--- src/rtl/uqap_pkg.sv ---
// ----------------------------------------------------------------------------
// uqap_pkg
// Shared types, result kind codes and helpers for the query string parser.
// ----------------------------------------------------------------------------
`default_nettype none

package uqap_pkg;

    localparam logic [2:0] KIND_KEY_BYTE  = 3'd0;
    localparam logic [2:0] KIND_VAL_BYTE  = 3'd1;
    localparam logic [2:0] KIND_KEY_DONE  = 3'd2;
    localparam logic [2:0] KIND_PAIR_DONE = 3'd3;
    localparam logic [2:0] KIND_KEY_DROP  = 3'd4;

    localparam logic [7:0] CH_PLUS    = 8'h2B;
    localparam logic [7:0] CH_PERCENT = 8'h25;
    localparam logic [7:0] CH_EQUAL   = 8'h3D;
    localparam logic [7:0] CH_AMP     = 8'h26;
    localparam logic [7:0] CH_SPACE   = 8'h20;

    localparam logic [1:0] ESC_NONE = 2'd0;
    localparam logic [1:0] ESC_HIGH = 2'd1;
    localparam logic [1:0] ESC_LOW  = 2'd2;

    typedef enum logic [1:0] {
        PH_START = 2'd0,
        PH_KEY   = 2'd1,
        PH_VALUE = 2'd2
    } t_phase;

    typedef struct packed {
        logic [2:0] kind;
        logic [7:0] data;
        logic       end_of_query;
    } t_result;

    // One accepted byte's worth of results: res0 always, res1 when two is set.
    typedef struct packed {
        logic    two;
        t_result res0;
        t_result res1;
    } t_entry;

    // {valid, nibble}
    function automatic logic [4:0] hex_value(input logic [7:0] c);
        logic [4:0] r;
        r = 5'd0;
        if (c >= 8'h30 && c <= 8'h39) begin
            r = {1'b1, c[3:0]};
        end else if ((c >= 8'h61 && c <= 8'h66) || (c >= 8'h41 && c <= 8'h46)) begin
            r = {1'b1, c[3:0] + 4'd9};
        end
        return r;
    endfunction

endpackage

`default_nettype wire

--- src/rtl/uqap_in_if.sv ---
// ----------------------------------------------------------------------------
// uqap_in_if
// Input channel: one query string character per transfer.
// ----------------------------------------------------------------------------
`default_nettype none

interface uqap_in_if;
    logic       valid;
    logic       ready;
    logic [7:0] query_byte;
    logic       final_byte;

    modport source (output valid, output query_byte, output final_byte, input ready);
    modport sink   (input valid, input query_byte, input final_byte, output ready);
endinterface

`default_nettype wire

--- src/rtl/uqap_out_if.sv ---
// ----------------------------------------------------------------------------
// uqap_out_if
// Output channel: one decoded byte or marker per transfer.
// ----------------------------------------------------------------------------
`default_nettype none

interface uqap_out_if;
    logic       valid;
    logic       ready;
    logic [2:0] kind;
    logic [7:0] data;
    logic       end_of_query;

    modport source (output valid, output kind, output data, output end_of_query, input ready);
    modport sink   (input valid, input kind, input data, input end_of_query, output ready);
endinterface

`default_nettype wire

--- src/rtl/url_query_argument_parser.sv ---
// ----------------------------------------------------------------------------
// url_query_argument_parser
// Query string splitter and percent decoder: one char/cycle unless stalled.
//
//   port      dir  transfer               payload
//   i_query   in   one character          query_byte[7:0], final_byte
//   o_result  out  one byte or marker     kind[2:0], data[7:0], end_of_query
//
// One character is taken per cycle while the two-entry queue has room.
// A character's results pass through the queue and then the output register.
// A character with two results (split marker or decoded byte plus end
// marker) uses the output register twice, once for each result.
// Reset is synchronous; it clears parse state, queue and output valid.
// Output stalls fill the queue and then drop i_query.ready.
// ----------------------------------------------------------------------------
`default_nettype none

module url_query_argument_parser (
    input  wire        i_clk,
    input  wire        i_rst_n,
    uqap_in_if.sink    i_query,
    uqap_out_if.source o_result
);

    logic             push, full, head_valid, pop;
    uqap_pkg::t_entry wr_entry, head;

    uqap_front u_front (
        .i_clk   (i_clk),
        .i_rst_n (i_rst_n),
        .i_query (i_query),
        .i_full  (full),
        .o_push  (push),
        .o_entry (wr_entry)
    );

    uqap_queue u_queue (
        .i_clk   (i_clk),
        .i_rst_n (i_rst_n),
        .i_push  (push),
        .i_wdata (wr_entry),
        .o_full  (full),
        .o_valid (head_valid),
        .o_rdata (head),
        .i_pop   (pop)
    );

    uqap_back u_back (
        .i_clk        (i_clk),
        .i_rst_n      (i_rst_n),
        .i_head_valid (head_valid),
        .i_head       (head),
        .o_pop        (pop),
        .o_result     (o_result)
    );

endmodule

`default_nettype wire

--- src/rtl/uqap_front.sv ---
// ----------------------------------------------------------------------------
// uqap_front
// Splits the string into keys and values, percent decodes each token and
// packs the one or two results of a character into a queue entry.
// ----------------------------------------------------------------------------
`default_nettype none

module uqap_front (
    input  wire             i_clk,
    input  wire             i_rst_n,
    uqap_in_if.sink         i_query,
    input  wire             i_full,
    output logic            o_push,
    output uqap_pkg::t_entry o_entry
);

    uqap_pkg::t_phase r_phase, n_phase;
    logic [1:0]       r_esc, n_esc;
    logic [3:0]       r_hi, n_hi;
    logic             r_trunc, n_trunc;

    logic [7:0] b;
    logic       fin;
    logic       accept;
    logic       split_amp, split_eq, lead_amp;
    logic       new_tok;
    logic       dec_en;
    logic [2:0] dec_kind;
    logic       dec_put;
    logic [7:0] dec_data;
    logic [4:0] hx;
    logic       first_put;
    uqap_pkg::t_result first_res, tail_res;

    assign b      = i_query.query_byte;
    assign fin    = i_query.final_byte;
    assign accept = i_query.valid && i_query.ready;
    assign i_query.ready = !i_full;
    assign hx     = uqap_pkg::hex_value(b);

    assign split_amp = (r_phase == uqap_pkg::PH_VALUE) && (b == uqap_pkg::CH_AMP);
    assign lead_amp  = (r_phase != uqap_pkg::PH_VALUE) && (r_phase != uqap_pkg::PH_KEY)
                       && (b == uqap_pkg::CH_AMP);
    assign split_eq  = (r_phase != uqap_pkg::PH_VALUE) && !lead_amp
                       && (b == uqap_pkg::CH_EQUAL);
    assign new_tok   = split_amp || lead_amp || split_eq;
    assign dec_en    = !new_tok;
    assign dec_kind  = (r_phase == uqap_pkg::PH_VALUE) ? uqap_pkg::KIND_VAL_BYTE
                                                       : uqap_pkg::KIND_KEY_BYTE;

    // next phase
    always_comb begin
        n_phase = r_phase;
        if (accept) begin
            if (fin) begin
                n_phase = uqap_pkg::PH_START;
            end else if (split_eq) begin
                n_phase = uqap_pkg::PH_VALUE;
            end else if (r_phase != uqap_pkg::PH_VALUE) begin
                n_phase = uqap_pkg::PH_KEY;
            end else if (split_amp) begin
                n_phase = uqap_pkg::PH_KEY;
            end
        end
    end

    // token decode and results
    always_comb begin
        n_esc    = r_esc;
        n_hi     = r_hi;
        n_trunc  = r_trunc;
        dec_put  = 1'b0;
        dec_data = b;
        if (dec_en && !r_trunc) begin
            unique case (r_esc)
                uqap_pkg::ESC_HIGH: begin
                    if (!hx[4]) begin
                        n_trunc = 1'b1;
                        n_esc   = uqap_pkg::ESC_NONE;
                    end else begin
                        n_hi  = hx[3:0];
                        n_esc = uqap_pkg::ESC_LOW;
                    end
                end
                uqap_pkg::ESC_LOW: begin
                    n_esc    = uqap_pkg::ESC_NONE;
                    dec_data = {r_hi, hx[3:0]};
                    if (!hx[4] || dec_data == 8'd0) begin
                        n_trunc = 1'b1;
                    end else begin
                        dec_put = 1'b1;
                    end
                end
                default: begin
                    if (b == uqap_pkg::CH_PLUS) begin
                        dec_put  = 1'b1;
                        dec_data = uqap_pkg::CH_SPACE;
                    end else if (b == uqap_pkg::CH_PERCENT) begin
                        n_esc = uqap_pkg::ESC_HIGH;
                    end else if (b == 8'd0) begin
                        n_trunc = 1'b1;
                    end else begin
                        dec_put = 1'b1;
                    end
                end
            endcase
        end
        if (new_tok || fin) begin
            n_esc   = uqap_pkg::ESC_NONE;
            n_hi    = 4'd0;
            n_trunc = 1'b0;
        end
        if (!accept) begin
            n_esc   = r_esc;
            n_hi    = r_hi;
            n_trunc = r_trunc;
        end

        first_put              = split_amp || split_eq || dec_put;
        first_res.end_of_query = 1'b0;
        if (split_amp) begin
            first_res.kind = uqap_pkg::KIND_PAIR_DONE;
            first_res.data = 8'd0;
        end else if (split_eq) begin
            first_res.kind = uqap_pkg::KIND_KEY_DONE;
            first_res.data = 8'd0;
        end else begin
            first_res.kind = dec_kind;
            first_res.data = dec_data;
        end

        tail_res.data         = 8'd0;
        tail_res.end_of_query = 1'b1;
        if (split_eq || (r_phase == uqap_pkg::PH_VALUE && !split_amp)) begin
            tail_res.kind = uqap_pkg::KIND_PAIR_DONE;
        end else begin
            tail_res.kind = uqap_pkg::KIND_KEY_DROP;
        end

        o_push        = accept && (first_put || fin);
        o_entry.two   = first_put && fin;
        o_entry.res0  = first_put ? first_res : tail_res;
        o_entry.res1  = tail_res;
    end

    always_ff @(posedge i_clk) begin
        if (!i_rst_n) begin
            r_phase <= uqap_pkg::PH_START;
            r_esc   <= uqap_pkg::ESC_NONE;
            r_hi    <= 4'd0;
            r_trunc <= 1'b0;
        end else begin
            r_phase <= n_phase;
            r_esc   <= n_esc;
            r_hi    <= n_hi;
            r_trunc <= n_trunc;
        end
    end

endmodule

`default_nettype wire

--- src/rtl/uqap_queue.sv ---
// ----------------------------------------------------------------------------
// uqap_queue
// Two-entry queue of result entries between front and back.
// ----------------------------------------------------------------------------
`default_nettype none

module uqap_queue (
    input  wire              i_clk,
    input  wire              i_rst_n,
    input  wire              i_push,
    input  uqap_pkg::t_entry i_wdata,
    output logic             o_full,
    output logic             o_valid,
    output uqap_pkg::t_entry o_rdata,
    input  wire              i_pop
);

    uqap_pkg::t_entry r_mem [2];
    logic       r_wp, n_wp;
    logic       r_rp, n_rp;
    logic [1:0] r_cnt, n_cnt;

    assign o_full  = (r_cnt == 2'd2);
    assign o_valid = (r_cnt != 2'd0);
    assign o_rdata = r_mem[r_rp];

    always_comb begin
        n_wp  = r_wp ^ i_push;
        n_rp  = r_rp ^ i_pop;
        n_cnt = r_cnt + {1'b0, i_push} - {1'b0, i_pop};
    end

    always_ff @(posedge i_clk) begin
        if (i_push) begin
            r_mem[r_wp] <= i_wdata;
        end
    end

    always_ff @(posedge i_clk) begin
        if (!i_rst_n) begin
            r_wp  <= 1'b0;
            r_rp  <= 1'b0;
            r_cnt <= 2'd0;
        end else begin
            r_wp  <= n_wp;
            r_rp  <= n_rp;
            r_cnt <= n_cnt;
        end
    end

endmodule

`default_nettype wire

--- src/rtl/uqap_back.sv ---
// ----------------------------------------------------------------------------
// uqap_back
// Unpacks queue entries into single results through an output register.
// ----------------------------------------------------------------------------
`default_nettype none

module uqap_back (
    input  wire              i_clk,
    input  wire              i_rst_n,
    input  wire              i_head_valid,
    input  uqap_pkg::t_entry i_head,
    output logic             o_pop,
    uqap_out_if.source       o_result
);

    logic              r_ovalid, n_ovalid;
    logic              r_sel, n_sel;
    uqap_pkg::t_result r_res, n_res;
    logic              load;

    assign load = !r_ovalid || o_result.ready;

    always_comb begin
        n_ovalid = r_ovalid;
        n_sel    = r_sel;
        n_res    = r_res;
        o_pop    = 1'b0;
        if (load) begin
            n_ovalid = i_head_valid;
            if (i_head_valid) begin
                n_res = r_sel ? i_head.res1 : i_head.res0;
                if (r_sel || !i_head.two) begin
                    o_pop = 1'b1;
                    n_sel = 1'b0;
                end else begin
                    n_sel = 1'b1;
                end
            end
        end
    end

    assign o_result.valid        = r_ovalid;
    assign o_result.kind         = r_res.kind;
    assign o_result.data         = r_res.data;
    assign o_result.end_of_query = r_res.end_of_query;

    always_ff @(posedge i_clk) begin
        r_res <= n_res;
    end

    always_ff @(posedge i_clk) begin
        if (!i_rst_n) begin
            r_ovalid <= 1'b0;
            r_sel    <= 1'b0;
        end else begin
            r_ovalid <= n_ovalid;
            r_sel    <= n_sel;
        end
    end

endmodule

`default_nettype wire
--- src/flat_wrapper.sv ---
// flat-port wrapper written by rule: the top's interface ports become plain ports
module url_query_argument_parser_flat 
  (i_clk, i_rst_n, i_query_valid, i_query_query_byte, i_query_final_byte, i_query_ready, o_result_valid, o_result_kind, o_result_data, o_result_end_of_query, o_result_ready);
  uqap_in_if i_query_i ();
  uqap_out_if o_result_i ();
  input  wire i_clk;
  input  wire i_rst_n;
  input wire logic [$bits(i_query_i.valid)-1:0] i_query_valid;
  input wire logic [$bits(i_query_i.query_byte)-1:0] i_query_query_byte;
  input wire logic [$bits(i_query_i.final_byte)-1:0] i_query_final_byte;
  output wire logic [$bits(i_query_i.ready)-1:0] i_query_ready;
  output wire logic [$bits(o_result_i.valid)-1:0] o_result_valid;
  output wire logic [$bits(o_result_i.kind)-1:0] o_result_kind;
  output wire logic [$bits(o_result_i.data)-1:0] o_result_data;
  output wire logic [$bits(o_result_i.end_of_query)-1:0] o_result_end_of_query;
  input wire logic [$bits(o_result_i.ready)-1:0] o_result_ready;
  assign i_query_i.valid = i_query_valid;
  assign i_query_i.query_byte = i_query_query_byte;
  assign i_query_i.final_byte = i_query_final_byte;
  assign i_query_ready = i_query_i.ready;
  assign o_result_valid = o_result_i.valid;
  assign o_result_kind = o_result_i.kind;
  assign o_result_data = o_result_i.data;
  assign o_result_end_of_query = o_result_i.end_of_query;
  assign o_result_i.ready = o_result_ready;
  url_query_argument_parser u_core (.i_clk(i_clk), .i_rst_n(i_rst_n), .i_query(i_query_i), .o_result(o_result_i));
endmodule
--- config.mk ---
export PLATFORM = sky130hd
export DESIGN_NAME = url_query_argument_parser_flat
export DESIGN_NICKNAME = d
export VERILOG_FILES = /design/src/rtl/uqap_pkg.sv /design/src/rtl/uqap_in_if.sv /design/src/rtl/uqap_out_if.sv /design/src/rtl/url_query_argument_parser.sv /design/src/rtl/uqap_front.sv /design/src/rtl/uqap_queue.sv /design/src/rtl/uqap_back.sv /design/src/flat_wrapper.sv
export SDC_FILE = /design/constraint.sdc
export NUM_CORES = 1
export LEC_CHECK = 0
export BUFFER_PORTS_ARGS = -buffer_cell sky130_fd_sc_hd__buf_2
export CAP_MARGIN = 10
export CORE_UTILIZATION = 35
export DETAILED_ROUTE_END_ITERATION = 6
export GPL_TIMING_DRIVEN = 0
export MAX_ROUTING_LAYER = met4
export SLEW_MARGIN = 20
export SYNTH_ARGS = -nofsm -noshare
export SYNTH_HDL_FRONTEND = slang
export SYNTH_SLANG_ARGS = --single-unit
--- constraint.sdc ---
create_clock -name i_clk -period 4.1 [get_ports i_clk]
set_clock_uncertainty 0.05 [all_clocks]
set_input_delay 0.82 -clock i_clk [delete_from_list [all_inputs] [get_ports i_clk]]
set_output_delay 0.82 -clock i_clk [all_outputs]
set_load 0.01 [all_outputs]
==> results.cfg <==
[status]
status = finished, final reports clean

[timing]
post-route-worst-setup-slack_ns = 0.524
final_hold_viol_count = 0
rsz_0062_raised_after_global_routing = no
tightestPinTransition_ns = 1.06
final_min_period_over_clock_period = 0.872
timing.setup.tns_ns = 0
slew_violations = 0
finalWorstPathRequiredPeriod_ns = 3.58
finalSetupViolCount = 0
fin_hold_ws_ns = 0.426
maxClockFrequency_mhz = 280
slew_headroom = 0.291

[synthesis]
syn_area_per_cell_um2 = 12.2
synth_edf_count = 42
async_flop_share = 0
dominant_synthesized_flop_cell = sky130_fd_sc_hd__edfxtp_1
combined_area_of_all_synthesized_cells_mm2 = 0.00299
seq_area_frac_synth = 0.529
yosys_synthesis_warning_count = 0
netlist-cell-type-count = 63
synth_seq_cells = 58
synth_nets = 270
syn-instance-count = 246

[floorplanning]
coreArea_mm2 = 0.00826
starting_density_of_the_core = 0.362
ports_placed_on_the_boundary = 27
die_width_um = 94.5
placementRows = 33
die_area_mm2 = 0.00892
die_y_um = 94.5

[placement]
final_replace_weighted_congestion = 0.874
dp.final_hpwl_um = 4090
pre_cts_slack_ns = 0.150
io_buffers = 24
dpl.cell_count = 375

[clock_network]
post-cts-setup-buffers = 0
worst_skew_pair.late_latency_ns = 0.34
cts_buffers = 9
clock_tree.buffer_depth = 2
worst_setup_hold_path_clk_slew_ns = 0.06
cts.hold.buffers_added = 0
root_buffer = sky130_fd_sc_hd__clkbuf_8
cts_tree = built
h-tree-depth = 3
clkSinkCount = 58
post_cts_resize_count = 0

[setup_path]
worst_setup_sp_type = primary input
worstPathRequired_ns = 4.01
worstPathArrival_ns = 3.49
setup.reg_to_reg.worst_slack_ns = 0.95
critical_path.reg2reg.endpoint = u_core.u_queue.r_mem[0][9]$_DFFE_PP_
setup.worst_path.end_class = register
worst-r2r-cell-count = 8
timing.rr.start = u_core.u_front.r_phase[0]$_SDFFE_PN0P_
worstPathMaxFanout = 15
critical_path_class = in2reg

[finish]
multi_input_area_mm2 = 0.00123
nets = 305
stdcell_count = 391
layout.area.seq_mm2 = 0.00158
insertedDiodeCount = 0
flow.area_growth_from_synthesis_pct = 13.8
filler_cell_count = 808
drive_above_1_share = 0.227

[flow_run]
maxCapViolCount = 0

[hold_path]
worstHoldPathType = reg2reg
hp-start = u_core.u_front.r_hi[0]$_SDFFE_PN0P_
hold_path_end = u_core.u_front.r_hi[0]$_SDFFE_PN0P_
holdPathStages = 2

[drt]
detail-route-antenna-nets = 0
route.detailed.drc = 0
vias = 2028
routed_wire_length_per_instance_um = 14.4
routed_via_density = 5.19
routed_wl_um = 5630
drt_iter0_drc = 81
drt_first_pass_iters = 4

[power_and_ir_drop]
design_power_total_mw = 1.67
worst_ir_drop_on_vdd_v = 0.000135
cellPowerDensity_mw_per_mm2 = 491
cellLeakagePower_nw = 1.24

[global_route]
first_global_vias = 1913
wire_length_of_the_first_global_routing_pass_um = 9560
grt_max_degree = 16
grt_use_total = 0.148
grt-ovfl-total = 0
antenna_found_initial = 0
## Yosys cell counts (all sizes together) (2+ instances only)
library cell / n / area (um2)
a22o: 2 / 27.5
nor3b: 3 / 22.5
xnor2: 3 / 26.3
a21o: 2 / 16.3
a21oi: 12 / 71.3
nand2b: 2 / 12.5
and2: 6 / 38.8
o21ai: 16 / 80.1
mux4: 3 / 67.6
o211a: 2 / 20.0
o22ai: 5 / 31.3
a21boi: 2 / 15.0
bufbuf: 2 / 65.1
nor2: 17 / 63.8
o31ai: 2 / 20.0
nand3: 3 / 15.0
nand2: 15 / 56.3
inv: 10 / 37.5
ha: 11 / 138
buf: 4 / 31.3
or4: 2 / 16.3
a311oi: 2 / 35.0
o21a: 2 / 15.0
nor2b: 8 / 50.1
or4b: 4 / 43.8
dfxtp: 16 / 320
mux2i: 9 / 90.1
nor4: 5 / 31.3
a32oi: 2 / 17.5
edfxtp: 42 / 1260
a22oi: 6 / 45.0
nor3: 4 / 31.3
clkbuf: 7 / 47.5
## kinds of logic (layout without fill, tap and decap cells)
family	Yosys count	after routing	synth area share
AND/OR/NAND/NOR	77	77	0.150
AO/OA/AOI/OAI	62	62	0.153
flip-flops	58	58	0.529
buffers and inverters	23	63	0.0606
multiplexers	12	12	0.0527
adder cells (fa/ha/maj)	11	11	0.0460
XOR/XNOR	3	3	0.00878
## routing by layer
metal | GRT usage | wire [um] | up-vias
met3 | 0.0330 | 246 | 17
met2 | 0.214 | 2510 | 61
met5 | - | 0 | -
met4 | 0.0997 | 183 | 0
met1 | 0.185 | 2680 | 946
li1 | - | - | 1004
## worst max-delay path, stage by stage
cell and delay [ns]:
sky130_fd_sc_hd__buf_2 0.10, sky130_fd_sc_hd__bufbuf_16 0.26, sky130_fd_sc_hd__inv_1 0.06, sky130_fd_sc_hd__ha_1 0.23, sky130_fd_sc_hd__nor3b_1 0.19, sky130_fd_sc_hd__a311oi_4 0.42, sky130_fd_sc_hd__a22o_4 0.21, sky130_fd_sc_hd__o221ai_2 0.15
sky130_fd_sc_hd__buf_6 0.19, sky130_fd_sc_hd__a21oi_1 0.19, sky130_fd_sc_hd__ha_1 0.65
## area by class of cell
class | count | area share
inverter | 10 | 0.0110
multi-input combinational | 165 | 0.361
timing repair buffer | 24 | 0.0353
sequential | 58 | 0.465
buffer | 13 | 0.0423
clock inverter | 6 | 0.00992
tap | 105 | 0.0386
clock buffer | 10 | 0.0375
## cell usage in the layout (no fill, tap or decap), types with 3 or more instances in the layout
master                     netlist  layout
sky130_fd_sc_hd__nand3_1         3       3
sky130_fd_sc_hd__nor2_1         17      17
sky130_fd_sc_hd__nor4_1          5       5
sky130_fd_sc_hd__clkinv_2        0       3
sky130_fd_sc_hd__nor3_1          3       3
sky130_fd_sc_hd__edfxtp_1       42      42
sky130_fd_sc_hd__buf_2           1      25
sky130_fd_sc_hd__o22ai_1         5       5
sky130_fd_sc_hd__and2_1          5       5
sky130_fd_sc_hd__mux2i_1         9       9
sky130_fd_sc_hd__nor2b_1         8       8
sky130_fd_sc_hd__clkbuf_1        4       5
sky130_fd_sc_hd__o21ai_0        15      15
sky130_fd_sc_hd__xnor2_1         3       3
sky130_fd_sc_hd__nand2_1        15      15
sky130_fd_sc_hd__a22oi_1         6       6
sky130_fd_sc_hd__ha_1           11      11
sky130_fd_sc_hd__a21oi_1        11      11
sky130_fd_sc_hd__clkbuf_8        2      11
sky130_fd_sc_hd__nor3b_1         3       3
sky130_fd_sc_hd__dfxtp_1        16      16
sky130_fd_sc_hd__inv_1          10      10
sky130_fd_sc_hd__mux4_2          3       3
## how the worst max path moves through the flow
stage	depth (start not counted)	from	slack [ns]	endpoint
CTS	11	i_query_query_byte[1]	0.50	u_core.u_queue.r_mem[0][9]$_DFFE_PP_
floorplan	10	i_query_query_byte[1]	0.69	u_core.u_queue.r_mem[0][10]$_DFFE_PP_
global placement	10	i_query_query_byte[1]	0.15	u_core.u_queue.r_mem[0][10]$_DFFE_PP_
finish	11	i_query_query_byte[1]	0.52	u_core.u_queue.r_mem[0][9]$_DFFE_PP_
global route	10	i_query_query_byte[1]	0.31	u_core.u_queue.r_mem[0][9]$_DFFE_PP_
detailed placement	11	i_query_query_byte[1]	0.15	u_core.u_queue.r_mem[0][9]$_DFFE_PP_
## where the power goes
| group | total (mW) | internal [mW] | leakage (nW) | switching, mW |
|---|---|---|---|---|
| clock | 0.437 | 0.213 | 0.0795 | 0.224 |
| combinational | 0.397 | 0.169 | 0.637 | 0.228 |
| sequential | 0.837 | 0.799 | 0.523 | 0.0377 |
## per-stage QoR
| stage | cell area, um2 | utilization |
|---|---|---|
| 3_3_place_gp | 3240 | 0.393 |
| 2_1_floorplan | 2990 | - |
| 4_1_cts | 3400 | 0.412 |
| 5_1_grt | 3400 | 0.412 |
| 3_5_place_dp | 3240 | 0.393 |
| 6_report | 3400 | 0.412 |
## sequential cells by signal, indices dropped and copies added (netlist names), named ones only
register and flops:
u_core.u_queue.r_mem 30, u_core.u_back.o_result.data 8, u_core.u_front.r_hi 4, u_core.u_back.o_result.kind 3, u_core.u_front.r_esc 2, u_core.u_front.r_phase 2, u_core.u_queue.r_cnt 2, u_core.u_back.o_result.end_of_query 1
u_core.u_back.o_result.valid 1, u_core.u_back.r_sel 1, u_core.u_front.r_trunc 1, u_core.u_queue.r_rp 1, u_core.u_queue.r_wp 1
Note: power is estimated with default switching activity, not from simulation.
